## src/rtl/core/lrd_pkg.sv

```systemverilog
// ----------------------------------------------------------------------------
// lrd_pkg
// Shared types and constants for the run-length pattern decoder.
// ----------------------------------------------------------------------------
package lrd_pkg;

  localparam int SYMBOL_W = 8;
  localparam int RUN_W    = 16;
  localparam int CFG_W    = 15;
  localparam int COUNT_W  = 16;

  localparam logic [COUNT_W-1:0] COUNT_MAX = 16'hFFFF;

  localparam logic [SYMBOL_W-1:0] CH_EOL  = 8'h24;  // '$'
  localparam logic [SYMBOL_W-1:0] CH_END  = 8'h21;  // '!'
  localparam logic [SYMBOL_W-1:0] CH_DEAD = 8'h62;  // 'b'
  localparam logic [SYMBOL_W-1:0] CH_LIVE = 8'h6F;  // 'o'
  localparam logic [SYMBOL_W-1:0] CH_ZERO = 8'h30;  // '0'
  localparam logic [SYMBOL_W-1:0] CH_NINE = 8'h39;  // '9'

  localparam logic [CFG_W-1:0] GRID_LIMIT_RESET = 15'h7FFF;

  typedef enum logic [1:0] {
    CFG_GRID_LIMIT     = 2'd0,
    CFG_PATTERN_WIDTH  = 2'd1,
    CFG_PATTERN_HEIGHT = 2'd2
  } cfg_index_t;

endpackage

```

## src/rtl/core/lrd_sym_if.sv

```systemverilog
// ----------------------------------------------------------------------------
// lrd_sym_if
// Symbol channel: one pattern character per beat, with a restart mark.
// ----------------------------------------------------------------------------
interface lrd_sym_if;

  logic                         valid;
  logic                         ready;
  logic [lrd_pkg::SYMBOL_W-1:0] symbol;
  logic                         restart;

  modport source (output valid, output symbol, output restart, input ready);
  modport sink   (input valid, input symbol, input restart, output ready);

endinterface

```

## src/rtl/core/lrd_run_if.sv

```systemverilog
// ----------------------------------------------------------------------------
// lrd_run_if
// Run channel: one live run (x, y, length) per beat.
// ----------------------------------------------------------------------------
interface lrd_run_if;

  logic                             valid;
  logic                             ready;
  logic        [lrd_pkg::RUN_W-1:0] run_x;
  logic signed [lrd_pkg::RUN_W-1:0] run_y;
  logic        [lrd_pkg::RUN_W-1:0] run_length;

  modport source (output valid, output run_x, output run_y, output run_length, input ready);
  modport sink   (input valid, input run_x, input run_y, input run_length, output ready);

endinterface

```

## src/rtl/core/life_rle_pattern_decoder_unit.sv

```systemverilog
// ----------------------------------------------------------------------------
// life_rle_pattern_decoder_unit
// Run-length cell pattern decoder: characters in, live runs out.
// ----------------------------------------------------------------------------
// Usage:
//   symbols : one character per beat; restart marks the first character of a
//             pattern and reloads the cursor from pattern_height.
//   runs    : one beat per emitted live run (start x, row y, length).
//   cfg_*   : grid_limit, pattern_width, pattern_height; write while idle.
// Timing: a character is registered on its beat and decoded in the next
//   cycle; its run (if any) is loaded into the run register at the following
//   edge, so a run beat passes the input register and then the run register.
//   One character per cycle is sustained while runs are taken; while a run
//   waits, one more character can still enter the decode stage.
// Stall: when runs.ready is low and a run is held, the decode stage holds
//   and symbols.ready drops once that stage is full too.
// Reset: the decoder waits in the finished state, ignoring characters until a
//   restart; grid_limit returns to its maximum, width and height to zero.
// ----------------------------------------------------------------------------
module life_rle_pattern_decoder_unit #(
  parameter int COORD_BITS = 16
) (
  input  logic                       clk,
  input  logic                       rst,
  input  logic                       cfg_write,
  input  lrd_pkg::cfg_index_t        cfg_index,
  input  logic [lrd_pkg::CFG_W-1:0]  cfg_data,
  lrd_sym_if.sink                    symbols,
  lrd_run_if.source                  runs
);

  import lrd_pkg::*;

  localparam int WW = COORD_BITS + 17;
  localparam logic signed [WW-1:0] YMAX = {{18{1'b0}}, {(COORD_BITS-1){1'b1}}};
  localparam logic signed [WW-1:0] YMIN = {{18{1'b1}}, {(COORD_BITS-1){1'b0}}};
  localparam logic        [WW-1:0] XMAX = {{17{1'b0}}, {COORD_BITS{1'b1}}};

  logic [CFG_W-1:0] grid_limit;
  logic [CFG_W-1:0] pattern_width;
  logic [CFG_W-1:0] pattern_height;

  logic                         stage_valid;
  logic [SYMBOL_W-1:0]          stage_symbol;
  logic                         stage_restart;

  logic [COORD_BITS-1:0]        x_reg;
  logic signed [COORD_BITS-1:0] y_reg;
  logic [COUNT_W-1:0]           repeat_count;
  logic                         in_number;
  logic                         finished;
  logic                         rejected;

  logic [COORD_BITS-1:0]        x_next;
  logic signed [COORD_BITS-1:0] y_next;
  logic [COUNT_W-1:0]           repeat_count_next;
  logic                         in_number_next;
  logic                         finished_next;
  logic                         rejected_next;

  logic                         out_valid;
  logic [RUN_W-1:0]             run_x;
  logic signed [RUN_W-1:0]      run_y;
  logic [RUN_W-1:0]             run_length;

  logic                         out_free;
  logic                         stage_advance;
  logic                         emit;

  logic [COORD_BITS-1:0]        x_eff;
  logic signed [COORD_BITS-1:0] y_eff;
  logic [COUNT_W-1:0]           cnt_eff;
  logic                         innum_eff;
  logic                         fin_eff;
  logic                         rej_eff;

  logic signed [WW-1:0]         height_w;
  logic signed [WW-1:0]         y_w;
  logic signed [WW-1:0]         y_diff;
  logic [WW-1:0]                x_sum;
  logic [COORD_BITS-1:0]        x_adv;
  logic [SYMBOL_W-1:0]          digit_full;
  logic [19:0]                  count10;

  assign out_free      = !out_valid || runs.ready;
  assign stage_advance = stage_valid && out_free;
  assign symbols.ready = !stage_valid || out_free;

  // configuration
  always_ff @(posedge clk) begin
    if (rst) begin
      grid_limit     <= GRID_LIMIT_RESET;
      pattern_width  <= '0;
      pattern_height <= '0;
    end else if (cfg_write) begin
      case (cfg_index)
        CFG_GRID_LIMIT:     grid_limit     <= cfg_data;
        CFG_PATTERN_WIDTH:  pattern_width  <= cfg_data;
        CFG_PATTERN_HEIGHT: pattern_height <= cfg_data;
        default: ;
      endcase
    end
  end

  // input register
  always_ff @(posedge clk) begin
    if (rst) begin
      stage_valid <= 1'b0;
    end else if (symbols.ready) begin
      stage_valid <= symbols.valid;
    end
  end

  always_ff @(posedge clk) begin
    if (symbols.valid && symbols.ready) begin
      stage_symbol  <= symbols.symbol;
      stage_restart <= symbols.restart;
    end
  end

  // decode
  always_comb begin
    height_w = {{(WW-CFG_W){1'b0}}, pattern_height};
    if (stage_restart) begin
      x_eff     = '0;
      y_eff     = (height_w > YMAX) ? YMAX[COORD_BITS-1:0] : height_w[COORD_BITS-1:0];
      cnt_eff   = COUNT_W'(1);
      innum_eff = 1'b0;
      fin_eff   = 1'b0;
      rej_eff   = (pattern_width > grid_limit) || (pattern_height > grid_limit);
    end else begin
      x_eff     = x_reg;
      y_eff     = y_reg;
      cnt_eff   = repeat_count;
      innum_eff = in_number;
      fin_eff   = finished;
      rej_eff   = rejected;
    end

    digit_full = stage_symbol - CH_ZERO;
    count10    = ({4'b0, cnt_eff} << 3) + ({4'b0, cnt_eff} << 1) + {16'b0, digit_full[3:0]};

    x_sum = {{(WW-COORD_BITS){1'b0}}, x_eff} + {{(WW-COUNT_W){1'b0}}, cnt_eff};
    x_adv = (x_sum > XMAX) ? XMAX[COORD_BITS-1:0] : x_sum[COORD_BITS-1:0];

    y_w    = {{(WW-COORD_BITS){y_eff[COORD_BITS-1]}}, y_eff};
    y_diff = y_w - $signed({{(WW-COUNT_W){1'b0}}, cnt_eff});

    x_next            = x_eff;
    y_next            = y_eff;
    repeat_count_next = cnt_eff;
    in_number_next    = innum_eff;
    finished_next     = fin_eff;
    rejected_next     = rej_eff;
    emit              = 1'b0;

    if (!fin_eff && !rej_eff) begin
      if (stage_symbol inside {[CH_ZERO:CH_NINE]}) begin
        in_number_next = 1'b1;
        if (!innum_eff) begin
          repeat_count_next = {{(COUNT_W-4){1'b0}}, digit_full[3:0]};
        end else if (count10 > {4'b0, COUNT_MAX}) begin
          repeat_count_next = COUNT_MAX;
        end else begin
          repeat_count_next = count10[COUNT_W-1:0];
        end
      end else begin
        in_number_next = 1'b0;
        case (stage_symbol)
          CH_EOL: begin
            y_next            = (y_diff < YMIN) ? YMIN[COORD_BITS-1:0] : y_diff[COORD_BITS-1:0];
            x_next            = '0;
            repeat_count_next = COUNT_W'(1);
          end
          CH_END: begin
            finished_next = 1'b1;
          end
          CH_DEAD: begin
            x_next            = x_adv;
            repeat_count_next = COUNT_W'(1);
          end
          CH_LIVE: begin
            emit              = (cnt_eff != '0);
            x_next            = x_adv;
            repeat_count_next = COUNT_W'(1);
          end
          default: ;
        endcase
      end
    end
  end

  // decoder state
  always_ff @(posedge clk) begin
    if (rst) begin
      x_reg        <= '0;
      y_reg        <= '0;
      repeat_count <= COUNT_W'(1);
      in_number    <= 1'b0;
      finished     <= 1'b1;
      rejected     <= 1'b0;
    end else if (stage_advance) begin
      x_reg        <= x_next;
      y_reg        <= y_next;
      repeat_count <= repeat_count_next;
      in_number    <= in_number_next;
      finished     <= finished_next;
      rejected     <= rejected_next;
    end
  end

  // run register
  always_ff @(posedge clk) begin
    if (rst) begin
      out_valid <= 1'b0;
    end else if (out_free) begin
      out_valid <= stage_valid && emit;
    end
  end

  always_ff @(posedge clk) begin
    if (stage_advance && emit) begin
      run_x      <= x_sum[RUN_W-1:0] - cnt_eff;
      run_y      <= y_w[RUN_W-1:0];
      run_length <= cnt_eff;
    end
  end

  assign runs.valid      = out_valid;
  assign runs.run_x      = run_x;
  assign runs.run_y      = run_y;
  assign runs.run_length = run_length;

endmodule
```

## src/flat_wrapper.sv

```systemverilog
// flat-port wrapper written by rule: the top's interface ports become plain ports
module life_rle_pattern_decoder_unit_flat import lrd_pkg::*;
#(
  parameter int COORD_BITS = 16
)
  (clk, rst, cfg_write, cfg_index, cfg_data, symbols_valid, symbols_symbol, symbols_restart, symbols_ready, runs_valid, runs_run_x, runs_run_y, runs_run_length, runs_ready);
  lrd_sym_if symbols_i ();
  lrd_run_if runs_i ();
  input  logic clk;
  input  logic rst;
  input  logic cfg_write;
  input  lrd_pkg::cfg_index_t cfg_index;
  input  logic [lrd_pkg::CFG_W-1:0] cfg_data;
  input wire logic [$bits(symbols_i.valid)-1:0] symbols_valid;
  input wire logic [$bits(symbols_i.symbol)-1:0] symbols_symbol;
  input wire logic [$bits(symbols_i.restart)-1:0] symbols_restart;
  output wire logic [$bits(symbols_i.ready)-1:0] symbols_ready;
  output wire logic [$bits(runs_i.valid)-1:0] runs_valid;
  output wire logic [$bits(runs_i.run_x)-1:0] runs_run_x;
  output wire logic [$bits(runs_i.run_y)-1:0] runs_run_y;
  output wire logic [$bits(runs_i.run_length)-1:0] runs_run_length;
  input wire logic [$bits(runs_i.ready)-1:0] runs_ready;
  assign symbols_i.valid = symbols_valid;
  assign symbols_i.symbol = symbols_symbol;
  assign symbols_i.restart = symbols_restart;
  assign symbols_ready = symbols_i.ready;
  assign runs_valid = runs_i.valid;
  assign runs_run_x = runs_i.run_x;
  assign runs_run_y = runs_i.run_y;
  assign runs_run_length = runs_i.run_length;
  assign runs_i.ready = runs_ready;
  life_rle_pattern_decoder_unit #(.COORD_BITS(COORD_BITS)) u_core (.clk(clk), .rst(rst), .cfg_write(cfg_write), .cfg_index(cfg_index), .cfg_data(cfg_data), .symbols(symbols_i), .runs(runs_i));
endmodule
```

## config.mk

```make
export PLATFORM = sky130hd
export DESIGN_NAME = life_rle_pattern_decoder_unit_flat
export DESIGN_NICKNAME = d
export VERILOG_FILES = /design/src/rtl/core/lrd_pkg.sv /design/src/rtl/core/lrd_sym_if.sv /design/src/rtl/core/lrd_run_if.sv /design/src/rtl/core/life_rle_pattern_decoder_unit.sv /design/src/flat_wrapper.sv
export SDC_FILE = /design/constraint.sdc
export NUM_CORES = 1
export LEC_CHECK = 0
export BUFFER_PORTS_ARGS = -buffer_cell sky130_fd_sc_hd__buf_2
export CORE_MARGIN = 3
export CORE_UTILIZATION = 60
export CTS_BUF_LIST = sky130_fd_sc_hd__clkbuf_16
export CTS_CLUSTER_DIAMETER = 150
export DETAILED_ROUTE_END_ITERATION = 16
export GPL_ROUTABILITY_DRIVEN = 0
export PLACE_DENSITY = 0.8
export SLEW_MARGIN = 0
export SYNTH_ARGS = -nofsm -noshare
export SYNTH_HDL_FRONTEND = slang
export SYNTH_SLANG_ARGS = --single-unit
export TNS_END_PERCENT = 50
```

## constraint.sdc

```tcl
create_clock -name clk -period 6.2 [get_ports clk]
set_input_delay 1.24 -clock clk [delete_from_list [all_inputs] [get_ports clk]]
set_output_delay 1.24 -clock clk [all_outputs]
set_load 0.05 [all_outputs]
```

==> results.txt <==
The number of post-CTS setup repair buffers is 0. The area enclosed by the die boundary came out at approximately 0.018 mm². The arrival time of data at the critical path endpoint came out at 5010 ps.

The synthesized net count came out at between 1000 and 1500. The tightest hold path in the finished design has a slack of roughly 440 ps. Counting the buffers created by CTS gives 17. The total half-perimeter wirelength after legalization and detailed placement came out at roughly 18 mm. For this run, the slowest stage of the critical path takes 590 ps. The antenna diode instance count is 0. For this run, the detailed router's first-pass iteration total came to 6. The DRC violation total after the first TritonRoute iteration is between 800 and 900. The synthesized design contains approximately 160 register bits. The number of antenna violations at the first check in global routing is 0.

The number of unique standard cell types used by synthesis is 71. The number of gates resized after CTS came out at 0. The portion of total power attributed to sequential cells came out at 0.457. The post-placement cell count came out at 1352. The cell-internal power is between 1.5 and 2 mW. The gate count of the mapped netlist came out at between 1000 and 1500. In this run the worst hold path is classified as reg -> reg. Summing internal, switching and leakage power gives 2.38 mW. In this run the static leakage power is roughly 4.8 nW. On the final layout, the worst clock skew is 9.33 ps. The average instance in the mapped netlist occupies just under 9 µm².

The filler cell count came out at between 1000 and 1500. In this design, the largest share of critical-path delay is due to compound AO/OA/AOI/OAI gates. TritonCTS built the clock tree.

Counting flops with an async set or reset pin after synthesis yields a share of 0. The H-tree generated during clock tree synthesis spans 4 levels. The minimum period implied by the final worst setup slack came out at 4830 ps. The count of buffering cells on the critical path with inverters included is 2. Max-cap violations in this run came to 0. The share of total power dissipated in the clock network is 0.440. The via count of the first global-routing pass is roughly 7600. The hold violation count in the final report came out at 0.

The power spent charging and discharging nets is 0.593 mW. The number of buffers added to fix hold violations after cts came out at 0. The kind of critical path is reg -> reg.

The setup TNS is 0 ps. The clock passes through at most 2 buffers. The fraction of post-synthesis cell area in the top cell type by area came out at 0.201. The number of vias per cell after detailed routing came out at about 6.1. After the flow finishes, the layout carries non-filler instances totaling about 1400.

The library cells used most frequently in the layout, excluding fill and tap cells, are nand2_1 (147), ha_1 (108), nor2_1 (102). Measured against its own limit, the worst slew margin works out to 0.268. The clock latency reported for the late side of the worst-skew pair came out at approximately 430 ps. The clock sink count came out at roughly 160. Among all flip-flop cells after synthesis, the most frequent one is dfxtp_1. Of the total power, the share spent switching nets is 0.249.

The number of port buffers came out at 80. The sequential-to-total area share from yosys stat came out at 0.377. Measured on the finished design, the core utilization comes to 0.703. Traced cell by cell, the critical path runs through inv_1 > nand2_1 > inv_1 > ha_1 > nand2b_1 > nor2_1 > a21oi_1 > o21bai_1 > a21oi_1 > xnor2_1 > ha_1 > or3_1 > o221a_2 > o211a_1 > o21a_1 > o21ai_0 > a21boi_0 > xor2_1. The mean routed wirelength per cell came out at roughly 18 µm. In this run the standard cell core region covers 0.0155 mm².

The growth of design area from synthesis to finish came out at 12.1%. The final layout net count is approximately 1300. The post-detailed-route DRC marker count is 0. The worst setup path is captured at a register. The pin count of the biggest net entering global routing came out at 61. The run finished with clean final reports. Tracing the worst setup path back leads to its startpoint at u_core.stage_restart. The startpoint identified for the worst hold timing path is u_core.x_reg[12]. Clock-pin slew was measured on the worst setup and hold paths at around 60 ps. The number of flops mapped to enable cells by yosys came out at 57.

Pin placement for this block handled about 80 I/O pins. The combined area of all synthesized cells came out at 0.00975 mm². From bottom edge to top edge, the die measures ~130 µm. The total number of yosys warnings came out at 0.

The library cell used most frequently in the layout, excluding fill and tap cells, is nand2_1. The critical path's slowest cell is inv_1. The period utilization is 0.780. The total number of placement rows came out at 45. The number of setup violations in the final report is 0. In this run the remaining antenna-violating nets after routing total 0. The timing-limited maximum frequency came out at 0.207 GHz. The power density of the placed cells is around 220 mW/mm². The total length of routed wires is around 24 mm.

The global-route wire length before repair came out at between 30 and 40 mm. The combinational fraction of design power came out at 0.103. The fraction of final layout cells with drive strength greater than 1 came out at 0.135. Setup repair after global routing left no endpoint under its margin.

Yosys attributes the largest share of cell area to dfxtp_1 (20%), edfxtp_1 (18%), ha_1 (14%). The combined global-route utilization of all metal layers is 0.272. The initial cell density of the core is 0.628. The library cell with the largest summed area after synthesis is dfxtp_1. The worst supply voltage drop on vdd came out at ~0.20 mV.

In this run the critical register-to-register path is launched from u_core.stage_restart. The max-slew violation total from the final report came to 0. The worst setup path is launched from a register.

At the pin with the least slew margin, the transition time is ~1100 ps. The required time of the critical path came out at approximately 6400 ps. The total congestion overflow after global routing is 0. The horizontal die dimension is roughly 130 µm. The via count came out at 8401. Of all nets on the critical path, the largest fanout is 24.

The tree is rooted in a clkbuf_16.
==> Yosys cell counts (all sizes together) (8+ instances only) <==
| cell type | instances |
|---|---|
| o41ai | 9 |
| nor2 | 102 |
| dfxtp | 98 |
| xnor2 | 36 |
| o21ai | 47 |
| a211oi | 14 |
| a21o | 12 |
| o31ai | 9 |
| a21oi | 82 |
| clkbuf | 28 |
| mux2 | 13 |
| and2 | 10 |
| nor2b | 29 |
| nand2 | 148 |
| o21bai | 9 |
| a211o | 18 |
| inv | 55 |
| nor3 | 21 |
| ha | 108 |
| nand3 | 18 |
| mux2i | 8 |
| nand2b | 16 |
| edfxtp | 57 |
| buf | 9 |
| nor4 | 8 |
| xor2 | 12 |
| o21a | 9 |
==> tightest hold or removal path, stage by stage, from the launching register on <==
cell,delay [ps]
dfxtp_1,320
nand2_1,50
o31ai_1,50
==> cells by family after synthesis <==
group | count (synthesis) | synth area share
AOI/OAI and AO/OA | 272 | 0.190
muxes | 21 | 0.0245
buffers and inverters | 92 | 0.0359
adders and majority gates | 111 | 0.145
and+or+nand+nor | 392 | 0.185
xor gates and xnor gates | 48 | 0.0431
DFF | 155 | 0.377
==> worst paths after layout <==
check / end / slack, ps / depth (start not counted)
max: u_core.runs.run_x[14] / 1370 / 18
min: u_core.x_reg[12] / 440 / 2
max reg2reg: u_core.runs.run_x[14] / 1370 / 18
min reg2reg: u_core.x_reg[12] / 440 / 2
==> area by class of cell <==
cell class | count | area [µm²] | area share
Sequential cell | 155 | 3670 | 0.336
Clock buffer | 18 | 450 | 0.0412
Multi-Input combinational cell | 844 | 5740 | 0.525
Inverter | 55 | 206 | 0.0189
Timing Repair Buffer | 87 | 453 | 0.0414
Clock inverter | 14 | 145 | 0.0133
Tap cell | 211 | 264 | 0.0242
==> layer usage <==
| metal | GRT usage | wire, µm | share of wire | up-vias |
|---|---|---|---|---|
| met5 | 0 | 0 | 0 | - |
| met4 | 0.0977 | 562 | 0.023 | 0 |
| met3 | 0.0468 | 1970 | 0.081 | 35 |
| met2 | 0.417 | 10700 | 0.44 | 341 |
| met1 | 0.388 | 11000 | 0.45 | 3953 |
| li1 | - | - | - | 4072 |
==> through the flow <==
stage / area, µm² / setup WS, ps
finish: 10900 / 1370
global route: 10900 / 1050
CTS: 10900 / 1460
detailed placement: 10300 / 1500
global placement: 10300 / 1620
floorplan: 9750 / 1830
==> power by group through the flow <==
stage,sequential [mW],combinational (mW),clock (mW)
floorplan,1.10,0.181,0
global placement,1.11,0.234,0
detailed placement,1.11,0.239,0
CTS,1.09,0.242,1.05
global route,1.09,0.270,1.10
finish,1.09,0.245,1.05
Power figures use the tool's default switching activity.
